[src/mctt_pkg.sv]
`timescale 1ns / 1ps
// ----------------------------------------------------------------------------
// mctt_pkg
// Shared types and command codes for the multi-channel tick timer.
// ----------------------------------------------------------------------------
package mctt_pkg;

    // Command codes carried in the command field
    localparam logic [2:0] CMD_TICK     = 3'd0;
    localparam logic [2:0] CMD_ALLOCATE = 3'd1;
    localparam logic [2:0] CMD_SET      = 3'd2;
    localparam logic [2:0] CMD_START    = 3'd3;
    localparam logic [2:0] CMD_STOP     = 3'd4;

    // Input beat: one command
    typedef struct packed {
        logic [2:0]  command;
        logic [7:0]  channel;
        logic [31:0] reload_value;
        logic        one_shot;
    } cmd_beat_t;

    // Output beat: one response
    typedef struct packed {
        logic       ok;
        logic [2:0] channel_given;
        logic [7:0] fired_mask;
    } rsp_beat_t;

    // Sequencer states
    typedef enum logic [1:0] {
        ST_IDLE,
        ST_READ,
        ST_UPDATE,
        ST_DONE
    } seq_state_t;

endpackage

[src/mctt_ram.sv]
`timescale 1ns / 1ps
// ----------------------------------------------------------------------------
// mctt_ram
// Generic simple dual-port RAM: one write port, one read port, registered read.
// ----------------------------------------------------------------------------
module mctt_ram #(
    parameter int WIDTH = 32,
    parameter int DEPTH = 8
) (
    clk,
    we,
    waddr,
    wdata,
    raddr,
    rdata
);
    localparam int AW = (DEPTH > 1) ? $clog2(DEPTH) : 1;

    input  logic             clk;
    input  logic             we;
    input  logic [AW-1:0]    waddr;
    input  logic [WIDTH-1:0] wdata;
    input  logic [AW-1:0]    raddr;
    output logic [WIDTH-1:0] rdata;

    logic [WIDTH-1:0] mem [DEPTH];

    // Write port
    always_ff @(posedge clk)
    begin
        if (we)
        begin
            mem[waddr] <= wdata;
        end
    end

    // Registered read port
    always_ff @(posedge clk)
    begin
        rdata <= mem[raddr];
    end

endmodule

[src/multi_channel_tick_timer.sv]
`timescale 1ns / 1ps
// ----------------------------------------------------------------------------
// multi_channel_tick_timer
// Bank of tick timers driven by one command per beat; a tick walks the
// allocated channels with a single shared incrementer and comparator.
// ----------------------------------------------------------------------------
//
//  port group | dir | handshake          | payload
//  -----------+-----+--------------------+------------------------------
//  cmd        | in  | cmd_valid/cmd_stall | cmd_beat_t (command, channel,
//             |     |                    |   reload_value, one_shot)
//  rsp        | out | rsp_valid/rsp_stall | rsp_beat_t (ok, channel_given,
//             |     |                    |   fired_mask)
//
//  Allocate, set, start, stop and unknown codes: response in the cycle after accept.
//  Tick: each allocated channel passes a READ state (count/reload RAM read) and an
//  UPDATE state (shared increment-and-compare); ST_DONE then issues the response.
//  Reset is immediate: per-entry valid bits make unwritten counts and reloads
//  read as zero, so there is no clearing pass.
//  A stalled response blocks new commands; a response being taken does not.
//
module multi_channel_tick_timer #(
    parameter int CHANNELS = 8
) (
    clk,
    rst_n,
    cmd_valid,
    cmd_stall,
    cmd,
    rsp_valid,
    rsp_stall,
    rsp
);
    import mctt_pkg::*;

    localparam int IDXW = (CHANNELS > 1) ? $clog2(CHANNELS) : 1;
    localparam int CNTW = $clog2(CHANNELS + 1);

    input  logic                clk;
    input  logic                rst_n;
    input  logic                cmd_valid;
    output logic                cmd_stall;
    input  mctt_pkg::cmd_beat_t cmd;
    output logic                rsp_valid;
    input  logic                rsp_stall;
    output mctt_pkg::rsp_beat_t rsp;

    // Control state
    seq_state_t         state_reg, state_next;
    logic [CNTW-1:0]    alloc_reg, alloc_next;
    logic [IDXW-1:0]    idx_reg, idx_next;
    logic [7:0]         mask_reg, mask_next;
    logic [CHANNELS-1:0] enabled_reg, enabled_next;
    logic [CHANNELS-1:0] oneshot_reg, oneshot_next;
    logic [CHANNELS-1:0] cnt_vld_reg, cnt_vld_next;
    logic [CHANNELS-1:0] rld_vld_reg, rld_vld_next;
    logic               rsp_valid_reg, rsp_valid_next;
    rsp_beat_t          rsp_reg, rsp_next;

    // RAM ports
    logic               cnt_we;
    logic [IDXW-1:0]    cnt_waddr;
    logic [31:0]        cnt_wdata;
    logic [31:0]        cnt_rdata;
    logic               rld_we;
    logic [IDXW-1:0]    rld_waddr;
    logic [31:0]        rld_wdata;
    logic [31:0]        rld_rdata;

    logic               out_free;
    logic               accept;
    logic               in_range;
    logic [IDXW-1:0]    ch_idx;
    logic               last_ch;

    mctt_ram #(.WIDTH(32), .DEPTH(CHANNELS)) u_count_ram (
        .clk   (clk),
        .we    (cnt_we),
        .waddr (cnt_waddr),
        .wdata (cnt_wdata),
        .raddr (idx_reg),
        .rdata (cnt_rdata)
    );

    mctt_ram #(.WIDTH(32), .DEPTH(CHANNELS)) u_reload_ram (
        .clk   (clk),
        .we    (rld_we),
        .waddr (rld_waddr),
        .wdata (rld_wdata),
        .raddr (idx_reg),
        .rdata (rld_rdata)
    );

    // Handshake
    assign out_free  = !rsp_valid_reg || !rsp_stall;
    assign cmd_stall = !((state_reg == ST_IDLE) && out_free);
    assign accept    = cmd_valid && !cmd_stall;
    assign rsp_valid = rsp_valid_reg;
    assign rsp       = rsp_reg;

    // Channel decode
    assign in_range = {1'b0, cmd.channel} < 9'(CHANNELS);
    assign ch_idx   = cmd.channel[IDXW-1:0];
    assign last_ch  = (CNTW'(idx_reg) + CNTW'(1)) == alloc_reg;

    // Next state
    always_comb
    begin
        state_next = state_reg;
        unique case (state_reg)
            ST_IDLE:
            begin
                if (accept && (cmd.command == CMD_TICK))
                begin
                    state_next = (alloc_reg == '0) ? ST_DONE : ST_READ;
                end
            end
            ST_READ:
            begin
                state_next = ST_UPDATE;
            end
            ST_UPDATE:
            begin
                state_next = last_ch ? ST_DONE : ST_READ;
            end
            ST_DONE:
            begin
                if (out_free)
                begin
                    state_next = ST_IDLE;
                end
            end
            default:
            begin
                state_next = ST_IDLE;
            end
        endcase
    end

    // Datapath and outputs
    always_comb
    begin
        logic [31:0] cnt_cur;
        logic [31:0] rld_cur;
        logic [31:0] sum;
        logic        fire;
        logic [6:0]  idx_ext;

        alloc_next     = alloc_reg;
        idx_next       = idx_reg;
        mask_next      = mask_reg;
        enabled_next   = enabled_reg;
        oneshot_next   = oneshot_reg;
        cnt_vld_next   = cnt_vld_reg;
        rld_vld_next   = rld_vld_reg;
        rsp_next       = rsp_reg;
        rsp_valid_next = rsp_valid_reg && rsp_stall;
        cnt_we         = 1'b0;
        cnt_waddr      = idx_reg;
        cnt_wdata      = '0;
        rld_we         = 1'b0;
        rld_waddr      = ch_idx;
        rld_wdata      = cmd.reload_value;

        // Shared increment-and-compare unit
        cnt_cur = cnt_vld_reg[idx_reg] ? cnt_rdata : 32'd0;
        rld_cur = rld_vld_reg[idx_reg] ? rld_rdata : 32'd0;
        sum     = cnt_cur + 32'd1;
        fire    = sum >= rld_cur;
        idx_ext = 7'(idx_reg);

        unique case (state_reg)
            ST_IDLE:
            begin
                if (accept)
                begin
                    rsp_next = '{ok: 1'b0, channel_given: 3'd0, fired_mask: 8'd0};
                    unique case (cmd.command)
                        CMD_TICK:
                        begin
                            idx_next  = '0;
                            mask_next = '0;
                        end
                        CMD_ALLOCATE:
                        begin
                            if (alloc_reg < CNTW'(CHANNELS))
                            begin
                                rsp_next.ok            = 1'b1;
                                rsp_next.channel_given = 3'(alloc_reg);
                                alloc_next             = alloc_reg + CNTW'(1);
                            end
                        end
                        CMD_SET:
                        begin
                            if (in_range)
                            begin
                                rsp_next.ok          = 1'b1;
                                oneshot_next[ch_idx] = cmd.one_shot;
                                enabled_next[ch_idx] = 1'b0;
                                cnt_we               = 1'b1;
                                cnt_waddr            = ch_idx;
                                cnt_vld_next[ch_idx] = 1'b1;
                                rld_we               = 1'b1;
                                rld_vld_next[ch_idx] = 1'b1;
                            end
                        end
                        CMD_START:
                        begin
                            if (in_range)
                            begin
                                rsp_next.ok          = 1'b1;
                                enabled_next[ch_idx] = 1'b1;
                                cnt_we               = 1'b1;
                                cnt_waddr            = ch_idx;
                                cnt_vld_next[ch_idx] = 1'b1;
                            end
                        end
                        CMD_STOP:
                        begin
                            if (in_range)
                            begin
                                rsp_next.ok          = 1'b1;
                                enabled_next[ch_idx] = 1'b0;
                            end
                        end
                        default:
                        begin
                            rsp_next.ok = 1'b0;
                        end
                    endcase
                    if (cmd.command != CMD_TICK)
                    begin
                        rsp_valid_next = 1'b1;
                    end
                end
            end
            ST_READ:
            begin
                // RAM read of count and reload in flight
            end
            ST_UPDATE:
            begin
                if (enabled_reg[idx_reg])
                begin
                    cnt_we                = 1'b1;
                    cnt_waddr             = idx_reg;
                    cnt_wdata             = fire ? 32'd0 : sum;
                    cnt_vld_next[idx_reg] = 1'b1;
                    if (fire)
                    begin
                        if (idx_ext < 7'd8)
                        begin
                            mask_next[idx_ext[2:0]] = 1'b1;
                        end
                        if (oneshot_reg[idx_reg])
                        begin
                            enabled_next[idx_reg] = 1'b0;
                        end
                    end
                end
                if (!last_ch)
                begin
                    idx_next = idx_reg + IDXW'(1);
                end
            end
            ST_DONE:
            begin
                if (out_free)
                begin
                    rsp_next       = '{ok: 1'b1, channel_given: 3'd0, fired_mask: mask_reg};
                    rsp_valid_next = 1'b1;
                end
            end
            default:
            begin
                idx_next = '0;
            end
        endcase
    end

    // Control registers
    always_ff @(posedge clk or negedge rst_n)
    begin
        if (!rst_n)
        begin
            state_reg     <= ST_IDLE;
            alloc_reg     <= '0;
            enabled_reg   <= '0;
            oneshot_reg   <= '0;
            cnt_vld_reg   <= '0;
            rld_vld_reg   <= '0;
            rsp_valid_reg <= 1'b0;
        end
        else
        begin
            state_reg     <= state_next;
            alloc_reg     <= alloc_next;
            enabled_reg   <= enabled_next;
            oneshot_reg   <= oneshot_next;
            cnt_vld_reg   <= cnt_vld_next;
            rld_vld_reg   <= rld_vld_next;
            rsp_valid_reg <= rsp_valid_next;
        end
    end

    // Payload and walk registers
    always_ff @(posedge clk)
    begin
        idx_reg  <= idx_next;
        mask_reg <= mask_next;
        rsp_reg  <= rsp_next;
    end

endmodule

[config.mk]
export PLATFORM = sky130hd
export DESIGN_NAME = multi_channel_tick_timer
export DESIGN_NICKNAME = d
export VERILOG_FILES = /design/src/mctt_pkg.sv /design/src/mctt_ram.sv /design/src/multi_channel_tick_timer.sv
export SDC_FILE = /design/constraint.sdc
export NUM_CORES = 1
export LEC_CHECK = 0
export BUFFER_PORTS_ARGS = -buffer_cell sky130_fd_sc_hd__buf_2
export CAP_MARGIN = 20
export CORE_MARGIN = 8
export CORE_UTILIZATION = 60
export DETAILED_ROUTE_END_ITERATION = 10
export GPL_TIMING_DRIVEN = 0
export MAX_ROUTING_LAYER = met4
export PLACE_DENSITY = 0.8
export SYNTH_ARGS = -nofsm -noshare
export SYNTH_HDL_FRONTEND = slang
export SYNTH_HIERARCHICAL = 1
export SYNTH_SLANG_ARGS = --single-unit
export TNS_END_PERCENT = 5
[constraint.sdc]
create_clock -name clk -period 7.7 [get_ports clk]
set_input_delay 0.77 -clock clk [delete_from_list [all_inputs] [get_ports clk]]
set_output_delay 0.77 -clock clk [all_outputs]
set_load 0.02 [all_outputs]
==> out/results.txt, run 1 <==
Postcts setup bufs: 0
Crit-path max FO: 10
Biggest regs: u_count_ram/mem (256), u_reload_ram/mem (256)
EDFF count, synth: 535
Dpl hpwl: 34.9 mm
FF-to-FF Start: idx_reg[0]
First-pass GRT wire length: 82.4 mm
Post-cts sizing count: 0
Slew HR: 28.7%
Pwr dens: 360 nW/um2
Final total power: 10.7 mW
Worst Path Required: 7.94 ns
Avg Inst Size Synth: 18.4 um2
Pre-CTS setup slack: 0.813 ns
DR pass1 iterations: 5
Crit share post-route: 89.9%
CP startpoint kind: flop
PortBufs: 60
Final hold viol count: 0
Ys Warns: 6
Cell variety after synth: 65
Total Neg Setup Slack: 0 ns
Max Root-Sink Buffers: 3
Sequential element share of the synthesized area: 70.3%
Vias per inst: 6.16
Starting DRT DRC Count: 1214
Worst hold slack: 0.288 ns
Antenna violation net count after detailed routing: 0
Fmax: 144 MHz
H-tree Lvls: 2
CTS Buf Count: 58
Critical Path Start: idx_reg[0]
Leakage Power: 10.9 nW
Die W: 224 um
Final Skew: 0.0199 ns
Die area: 50400 um2
R2r setup slk: 0.77 ns
Count of state elements after synthesis: 638
Initial Utilization: 60.7%
RSZ-0062 raised after global routing: no
DR WL/cell: 24.8 um
Die H: 224 um
Synthesis-to-layout area growth: 13.7%
Gr usage total: 22.2%
Run status: complete, no violations
Routed WL: 54.7 mm
Clk slew on worst S/H paths: 0.06 ns
TritonCTS clock tree: done
GRT overflow: 0
Cts hold-fix bufs: 0
CP Data Arrival Time: 7.16 ns
Via count: 13600
Final std cell area, no fill: 29700 um2
Core Region: 43000 um2
Clk_lat worst skew: 0.62 ns
Max capacitance violation total: 0
Vias in the first global route: 13900
Io pins: 62
Max Slew Vio Count: 0
Fin cells: 2204
Synth async-reset ratio: 6.11%
Root Buffer: clkbuf_16
Post-layout worst setup margin: 0.774 ns
FP Rows: 76
Largest net degree at the start of global routing: 40
Peak VDD IR: 0.243 mV
Initial antenna violation count: 5
GPL Wtd Cong: 0.876
Net count after synthesis: 1506
Dpl cells: 2089
Hold/Removal Path Class: in2async
DRC Markers: 0
CTS Sinks: 638
Tmin final: 6.93 ns
Post-Syn Instances: 1419
Dpl cell area: 27600 um2
Kind of critical path: reg2reg
Utilization after layout: 69.0%
Nets@finish: 1652
Crit end category: flop
Synthesized cell area: 26100 um2
Fraction of layout cells with a size suffix above 1: 25.0%
Worst Tran Pin Value: 1.07 ns
Final setup vio count: 0
Primary FF master, synth: edfxtp_1
## area by class of cell
class                           count  area (um2)
Timing Repair Buffer               86         739
Clock buffer                       72        1540
Multi-Input combinational cell    704        7410
Sequential cell                   638       18300
Tap cell                          585         732
Antenna cell                        5        12.5
Clock inverter                     37         445
Fill cell                        2676       13300
Inverter                           11        41.3
Buffer                             66         405
## critical path, stage by stage (launching register included)
cell,delay [ns]
edfxtp_1,0.55
buf_2,0.25
mux4_2,0.38
mux2i_4,0.13
buf_2,0.24
nor2b_1,0.41
ha_1,0.27
nand3_1,0.23
nor3_1,0.70
and4_1,0.42
nand4_1,0.14
xor2_1,0.40
nor2_1,0.11
ha_1,0.30
nand4_1,0.15
nor4_1,0.32
nand3_1,0.17
a21oi_2,0.25
nor3_1,0.20
nor3b_1,0.89
## routing by layer
layer	part of all wire [%]	GRT usage (%)
met3	6.9	3.82
met5	0	-
met2	50	36.3
met1	40	28.3
met4	2.6	7.55
## logic make-up after synthesis
| kind of cell | count (synthesis) | synth area share (%) |
|---|---|---|
| AO/OA/AOI/OAI | 91 | 2.50 |
| multiplexers | 213 | 16.0 |
| adder cells (fa/ha/maj) | 39 | 1.87 |
| buffers and inverters | 77 | 1.71 |
| XOR/XNOR | 33 | 1.11 |
| AND/OR/NAND/NOR | 328 | 6.52 |
| flip-flops | 638 | 70.3 |
## layout by cell type, fill, tap and decap left out, types with 15 or more instances in the layout
cell type  count
xor2_1        18
mux2_2        76
nor3_1        15
nor3_2        23
o21ai_0       18
buf_6         28
nand3_1       26
clkbuf_16     58
nand2_1       80
clkbuf_1      27
a21oi_1       19
xnor2_1       15
dfrtp_1       39
ha_1          39
mux4_1        80
buf_2         84
nor2_1        77
edfxtp_1     535
mux4_2        50
dfxtp_1       64
## worst paths after layout
| path | to | cells after the start |
|---|---|---|
| setup / recovery | mask_reg[0] | 19 |
| hold / removal | asynchronous set/reset pin | 1 |
| setup reg to reg | mask_reg[0] | 19 |
| hold reg to reg | cnt_vld_reg[0] | 1 |
| max in group asynchronous | rld_vld_reg[4] | 1 |
| min in group clk | u_reload_ram/mem[4][8] | 1 |
## where the power goes
group          leakage (nW)  internal, mW  total [mW]  switching (mW)
registers              6.39          4.02        4.23           0.211
clock network         0.966          1.73        2.98            1.25
logic                  3.52          1.48        3.48            1.99
total                  10.9          7.23        10.7            3.45
## cell usage after synthesis (15+ instances only)
cell | number | area [um2]
nor3_1 | 19 | 95.1
buf_2 | 24 | 120
o21ai_0 | 18 | 90.1
dfxtp_1 | 64 | 1280
dfrtp_1 | 39 | 976
buf_6 | 17 | 191
clkbuf_1 | 17 | 63.8
mux4_2 | 50 | 1130
nor2_1 | 89 | 334
nor3_2 | 19 | 190
ha_1 | 39 | 488
nand2_1 | 80 | 300
xnor2_1 | 15 | 131
nand3_1 | 26 | 130
edfxtp_1 | 535 | 16100
mux2_2 | 76 | 856
xor2_1 | 18 | 158
mux4_1 | 80 | 2100
a21oi_1 | 19 | 95.1
(Power assumes the default switching activity.)
==> run 2, diff against run 1 <==
--- a/config.mk
+++ b/config.mk
@@ -8,11 +8,11 @@
 export BUFFER_PORTS_ARGS = -buffer_cell sky130_fd_sc_hd__buf_2
 export CAP_MARGIN = 20
 export CORE_MARGIN = 8
-export CORE_UTILIZATION = 60
+export CORE_UTILIZATION = 30
 export DETAILED_ROUTE_END_ITERATION = 10
 export GPL_TIMING_DRIVEN = 0
 export MAX_ROUTING_LAYER = met4
-export PLACE_DENSITY = 0.8
+export PLACE_DENSITY = 0.47
 export SYNTH_ARGS = -nofsm -noshare
 export SYNTH_HDL_FRONTEND = slang
 export SYNTH_HIERARCHICAL = 1
==> out/results.txt, run 2 (synthesis gave the netlist of run 1 again) <==
Run status: complete, no violations
Largest net degree at the start of global routing: 40 (unchanged)
Buffers & Inverters on Critical Path: 3 (+1)
CP most frequent cell: buf_2
Post-cts sizing count: 0 (unchanged)
Vias in the first global route: 14100 (+1.7%)
Synthesis-to-layout area growth: 17.3%
DRC Markers: 0 (unchanged)
Total Neg Setup Slack: 0 ns (unchanged)
Clk_lat worst skew: 0.60 ns (-0.02 ns)
Utilization after layout: 35.4% (-34 points)
Terminus of the critical flop-to-flop path: u_count_ram/mem[3][31]
Crit path max-delay cell type: nor3b_1
CP top delay family: simple AND/OR/NAND/NOR gates
Postcts setup bufs: 0 (unchanged)
M1 wire length: 25.7 mm (+17%)
Io pins: 62 (unchanged)
Via count: 13200 (-2.8%)
Worst Path Required: 7.94 ns (about the same)
Initial antenna violation count: 7 (+2)
FP Rows: 108 (+42%)
TritonCTS clock tree: done
H-tree Lvls: 3 (+1)
Reg power frac: 39.1% (-0.5 points)
DR pass1 iterations: 5 (unchanged)
Crit-path max FO: 10 (unchanged)
DR WL met2: 30.6 mm (+11%)
Antenna violation net count after detailed routing: 0 (unchanged)
Crit share post-route: 90.5% (+0.54 points)
Fin cells: 2795 (+27%)
FF-to-FF Start: idx_reg[0]
Hold/Removal Path Class: in2async
GPL Wtd Cong: 0.810 (-7.5%)
CTS Buf Count: 68 (+17%)
Post-layout worst setup margin: 0.733 ns (-0.0417 ns)
Cts hold-fix bufs: 0 (unchanged)
Root Buffer: clkbuf_16
Die H: 311 um (+38%)
Final total power: 10.9 mW (+1.6%)
Vias per inst: 4.72 (-23%)
Gr usage total: 12.6% (-9.6 points)
Die area: 96600 um2 (+92%)
Pwr dens: 355 nW/um2 (-1.5%)
PortBufs: 60 (unchanged)
Worst Tran Pin Value: 1.06 ns (-0.00968 ns)
Core Region: 86500 um2 (+100%)
Max Root-Sink Buffers: 3 (unchanged)
Met3 WL post-DR: 2.22 mm (-41%)
Max capacitance violation total: 0 (unchanged)
Max incr delay on CP: 0.87 ns (-0.02 ns)
Top sig layer: met4
Tmin final: 6.97 ns (+0.0417 ns)
Max Slew Vio Count: 0 (unchanged)
Most common cell after layout, fill and taps aside: edfxtp_1
DR WL/cell: 21.4 um (-14%)
Dpl cells: 2663 (+27%)
Clk slew on worst S/H paths: 0.06 ns (about the same)
R2r setup slk: 0.73 ns (-0.04 ns)
Fraction of layout cells with a size suffix above 1: 25.5% (+0.49 points)
Routed WL: 59.9 mm (+9.6%)
Leakage Power: 11.0 nW (+1.1%)
CTS Sinks: 638 (unchanged)
Peak VDD IR: 0.194 mV (-20%)
CP startpoint kind: flop
Final Skew: 0.0210 ns (+0.00111 ns)
Critical-path cell list: buf_2 -> mux4_2 -> mux2i_4 -> buf_2 -> nor2b_1 -> ha_1 -> nand3_1 -> nor3_1 -> and4_1 -> nand4_1 -> xor2_1 -> nor2_1 -> ha_1 -> nand4_1 -> nor4_1 -> nand3_1 -> a21oi_2 -> or3_1 -> buf_2 -> nor3b_1
CP Data Arrival Time: 7.21 ns (+0.05 ns)
Psw: 3.50 mW (+1.4%)
Nets@finish: 1667 (+0.91%)
RSZ-0062 raised after global routing: no
# fillers: 8255 (+210%)
Initial Utilization: 30.1% (-31 points)
Fmax: 144 MHz (-0.60%)
Kind of critical path: reg2reg
Switching share of power: 32.2% (-0.074 points)
Most frequent cells in the layout: 535 x edfxtp_1, 84 x buf_2, 80 x nand2_1, 80 x mux4_1, 77 x nor2_1
Cell Int Power: 7.36 mW (+1.7%)
Dpl hpwl: 39.5 mm (+13%)
First-pass GRT wire length: 90.5 mm (+9.9%)
Crit end category: flop
Final setup vio count: 0 (unchanged)
Starting DRT DRC Count: 738 (-39%)
Cells on worst reg2reg path: 20 (+1)
Clk pwr share: 29.3% (+1.4 points)
Pre-CTS setup slack: 0.258 ns (-0.554 ns)
Final hold viol count: 0 (unchanged)
Die W: 311 um (+38%)
Slew HR: 29.4% (+0.65 points)
Comb power frac: 31.7% (-0.8 points)
Biggest regs: u_count_ram/mem (256), u_reload_ram/mem (256)
GRT overflow: 0 (unchanged)
==> run 2: final cells by class <==
type / instances / area [um2] / share of cell area (%)
Antenna cell: 6 / 15.0 / 0.0491
Buffer: 66 / 405 / 1.33
Clock buffer: 100 / 1940 / 6.35
Clock inverter: 24 / 233 / 0.761
Inverter: 11 / 41.3 / 0.135
Multi-Input combinational cell: 704 / 7410 / 24.2
Sequential cell: 638 / 18300 / 59.9
Tap cell: 1155 / 1450 / 4.72
Timing Repair Buffer: 91 / 773 / 2.53
==> run 2: worst max-delay path by stage <==
stage / to / cells past startpoint / start / slack (ns)
after global routing: u_count_ram/mem[3][31] / 20 / idx_reg[0] / 0.27
after global placement: u_count_ram/mem[0][11] / 8 / cmd[37] / -0.53
after floorplan: mask_reg[0] / 19 / idx_reg[0] / 2.54
after CTS: mask_reg[6] / 19 / idx_reg[0] / 0.23
after detailed placement: mask_reg[3] / 19 / idx_reg[0] / 0.26
final: u_count_ram/mem[3][31] / 20 / idx_reg[0] / 0.73
==> run 2: per-stage QoR <==
stage	hold slack, ns	area (um2)
after floorplan	0.423	26100
after global placement	0.439	27800
after detailed placement	0.444	28400
after CTS	0.329	30600
after global routing	0.393	30600
final	0.324	30600
==> run 2: power by group through the flow <==
| stage | Sequential [mW] | Combinational [mW] | Clock, mW |
|---|---|---|---|
| final | 4.24 | 3.44 | 3.18 |
| after global routing | 4.27 | 3.79 | 3.40 |
| after CTS | 4.24 | 3.51 | 3.28 |
| after detailed placement | 4.31 | 3.49 | 0 |
| after global placement | 4.31 | 3.46 | 0 |
| after floorplan | 4.24 | 2.46 | 0 |
==> run 2: worst register-to-register path: stages (launching register included) <==
cell,delay [ns]
edfxtp_1,0.56
buf_2,0.26
mux4_2,0.37
mux2i_4,0.14
buf_2,0.25
nor2b_1,0.39
ha_1,0.28
nand3_1,0.25
nor3_1,0.80
and4_1,0.44
nand4_1,0.14
xor2_1,0.38
nor2_1,0.12
ha_1,0.31
nand4_1,0.16
nor4_1,0.10
nand3_1,0.13
a21oi_2,0.08
or3_1,0.36
buf_2,0.22
nor3b_1,0.88
==> run 2: metal layers <==
metal / vias to the layer above / GRT usage (%)
li1: 6027 / -
met1: 6841 / 15.3
met2: 238 / 21.5
met3: 84 / 2.02
met4: 0 / 4.14
met5: - / -
==> run 3, diff against run 2 <==
--- a/config.mk
+++ b/config.mk
@@ -13,8 +13,8 @@
 export GPL_TIMING_DRIVEN = 0
 export MAX_ROUTING_LAYER = met4
 export PLACE_DENSITY = 0.47
+export SKIP_LAST_GASP = 1
 export SYNTH_ARGS = -nofsm -noshare
 export SYNTH_HDL_FRONTEND = slang
-export SYNTH_HIERARCHICAL = 1
 export SYNTH_SLANG_ARGS = --single-unit
 export TNS_END_PERCENT = 5
==> out/results.txt, run 3 <==
Run status: complete, no violations
Synth async-reset ratio: 6.11% (unchanged)
Tmin final: 6.36 ns (-0.606 ns)
Routed WL: 75.9 mm (+27%)
CTS Sinks: 638 (unchanged)
Utilization after layout: 35.9% (+0.52 points)
Io pins: 62 (unchanged)
Cell variety after synth: 60 (-7.7%)
TritonCTS clock tree: done
Synthesized cell area: 24600 um2 (-5.8%)
Clk slew on worst S/H paths: 0.06 ns (about the same)
DR pass1 iterations: 5 (unchanged)
First-pass GRT wire length: 107 mm (+18%)
Max Root-Sink Buffers: 3 (unchanged)
EDFF count, synth: 535 (unchanged)
Pwr dens: 384 nW/um2 (+8.3%)
Root Buffer: clkbuf_16
Fraction of layout cells with a size suffix above 1: 17.2% (-8.3 points)
Count of state elements after synthesis: 638 (unchanged)
Yosys top cell by area: edfxtp_1
Biggest regs: u_count_ram.mem (256), u_reload_ram.mem (256)
CP startpoint kind: flop
Leakage Power: 9.84 nW (-10%)
Initial Utilization: 30.1% (-0.038 points)
CP Data Arrival Time: 6.59 ns (-0.62 ns)
Switching share of power: 35.2% (+2.9 points)
Fin cells: 2850 (+2.0%)
Cts hold-fix bufs: 0 (unchanged)
Psw: 3.96 mW (+13%)
Postcts setup bufs: 0 (unchanged)
CTS Buf Count: 69 (+1.5%)
Comb power frac: 29.4% (-2.3 points)
GPL Wtd Cong: 0.911 (+12%)
Vias per inst: 5.15 (+9.2%)
Total Neg Setup Slack: 0 ns (unchanged)
Most frequent cells after synthesis: 535 x edfxtp_1, 166 x a22oi_1, 86 x nor2_1, 68 x nand2_1
Die W: 302 um (-2.8%)
Final setup vio count: 0 (unchanged)
Antenna violation net count after detailed routing: 0 (unchanged)
Crit end category: flop
Post-Syn Instances: 1555 (+9.6%)
Clk pwr share: 29.9% (+0.6 points)
Most common cell after layout, fill and taps aside: edfxtp_1
Sequential element share of the synthesized area: 74.6% (+4.3 points)
Clk_lat worst skew: 0.62 ns (+0.02 ns)
Avg Inst Size Synth: 15.8 um2 (-14%)
Gr usage total: 16.9% (+4.3 points)
Worst Path Required: 7.92 ns (-0.02 ns)
Primary FF master, synth: edfxtp_1
Nets@finish: 1809 (+8.5%)
FP Rows: 105 (-2.8%)
H-tree Lvls: 3 (unchanged)
Top cell type's share of synthesized area: 65.4% (+3.8 points)
GRT overflow: 0 (unchanged)
Most frequent cells in the layout: 535 x edfxtp_1, 166 x a22oi_1, 72 x nor2_1
Final total power: 11.3 mW (+3.7%)
Crit-path max FO: 10 (unchanged)
# fillers: 7727 (-6.4%)
Post-cts sizing count: 0 (unchanged)
Largest net degree at the start of global routing: 40 (unchanged)
Vias in the first global route: 14600 (+3.1%)
Ranking of synthesized cells by area: edfxtp_1 65%, dfxtp_1 5.2%, a22oi_1 5.1%, dfrtp_1 4.0%, ha_1 2.0%
Via count: 14700 (+11%)
Dpl cell area: 26900 um2 (-5.2%)
Final hold viol count: 0 (unchanged)
Slew HR: 18.4% (-11 points)
Cell Int Power: 7.29 mW (-0.86%)
Die H: 302 um (-2.8%)
Worst Tran Pin Value: 1.22 ns (+0.167 ns)
Crit share post-route: 82.6% (-7.9 points)
Core Region: 81600 um2 (-5.7%)
PortBufs: 57 (-5.0%)
DRC Markers: 0 (unchanged)
RSZ-0062 raised after global routing: no
Initial antenna violation count: 5 (-2)
Max Slew Vio Count: 0 (unchanged)
Hold/Removal Path Class: in2async
Most frequent cell after synthesis: edfxtp_1
Max capacitance violation total: 0 (unchanged)
Ys Warns: 0 (-6)
Final std cell area, no fill: 29300 um2 (-4.3%)
Fmax: 157 MHz (+9.5%)
Dpl hpwl: 52.3 mm (+32%)
Synthesis-to-layout area growth: 19.2%
Die area: 91300 um2 (-5.5%)
Peak VDD IR: 0.160 mV (-18%)
Final Skew: 0.0330 ns (+0.0120 ns)
Reg power frac: 40.7% (+1.6 points)
Kind of critical path: reg2reg
DR WL/cell: 26.6 um (+24%)
Dpl cells: 2717 (+2.0%)
Starting DRT DRC Count: 1308 (+77%)
Net count after synthesis: 1642 (+9.0%)
## run 3: cell count changes in the layout (fill, tap and decap cells not counted), moves of 18 or more
| cell | previous run | this run |
|---|---|---|
| nand4_1 | 10 | 33 |
| nand3_1 | 26 | 64 |
| a22o_1 | 0 | 28 |
| a221oi_1 | 1 | 23 |
| a222oi_1 | 0 | 18 |
| buf_6 | 31 | 13 |
| mux4_2 | 50 | 2 |
| clkbuf_1 | 38 | 63 |
| mux4_1 | 80 | 0 |
| a22oi_1 | 1 | 166 |
| mux2_2 | 76 | 29 |
## run 3: final timing paths
path | start | to | slack (ns) | cells after the start
worst max-delay path | idx_reg[0] | mask_reg[3] | 1.34 | 15
worst min-delay path | rst_n | oneshot_reg[7] | 0.28 | 1
worst max register to register | idx_reg[0] | mask_reg[3] | 1.34 | 15
worst min register to register | u_count_ram.mem[5][9] | u_count_ram.rdata[9] | 0.46 | 2
max in group asynchronous | rst_n | cnt_vld_reg[7] | 6.83 | 1
min in group clk | cmd[3] | u_reload_ram.mem[0][2] | 0.42 | 1
## run 3: worst max-delay path, cell delays in order (launching register included)
cell      delay (ns)
edfxtp_1        0.37
buf_6           0.14
and2_1          0.12
clkbuf_1        0.89
nor2b_1         0.76
a221oi_1        0.17
nand3_1         0.36
clkbuf_1        0.44
nand2_1         0.13
ha_1            0.33
nand4_1         0.17
a211o_1         0.30
or4_1           0.52
a41oi_2         0.39
o21ai_2         0.25
nor2_1          0.60
## run 3: final cells by class
cell class / instances / area, um2 / area share (%)
buffer: 88 / 387 / 1.32
tap: 1070 / 1340 / 4.57
multi-input combinational: 815 / 5920 / 20.2
timing repair buffer: 96 / 921 / 3.15
sequential: 638 / 18300 / 62.6
antenna: 3 / 7.51 / 0.0256
clock buffer: 94 / 1930 / 6.60
clock inverter: 32 / 403 / 1.38
inverter: 14 / 52.6 / 0.179
## run 3: logic make-up (layout without fill, tap and decap cells)
| kind of cell | after synthesis | after routing | synth area share (%) |
|---|---|---|---|
| multiplexers | 50 | 50 | 2.29 |
| AO/OA/AOI/OAI | 326 | 326 | 10.2 |
| XOR/XNOR | 38 | 38 | 1.39 |
| adder cells (fa/ha/maj) | 39 | 39 | 1.99 |
| other | 0 | 3 | 0 |
| buffers and inverters | 102 | 324 | 1.79 |
| AND/OR/NAND/NOR | 362 | 362 | 7.77 |
| flip-flops | 638 | 638 | 74.6 |
## run 3: routing by layer
layer | vias up | track usage (%) | wire length (um)
met5 | - | - | 0
met3 | 107 | 3.45 | 5080
met1 | 7527 | 22.4 | 33500
li1 | 6513 | - | -
met2 | 535 | 26.1 | 35300
met4 | 0 | 5.20 | 2050
## run 3: per-stage QoR
step / worst slack, ns / hold WS [ns]
after CTS: 1.37 / 0.283
after floorplan: 2.82 / 0.423
after detailed placement: 1.45 / 0.445
final: 1.34 / 0.279
after global placement: -0.509 / 0.439
after global routing: 1.11 / 0.349
## run 3: power by group through the flow
stage | clock (mW) | sequential (mW) | combinational (mW)
final | 3.37 | 4.58 | 3.31
after detailed placement | 0 | 4.65 | 3.30
after floorplan | 0 | 4.49 | 1.88
after global placement | 0 | 4.66 | 3.13
after global routing | 3.57 | 4.61 | 3.58
after CTS | 3.44 | 4.58 | 3.31
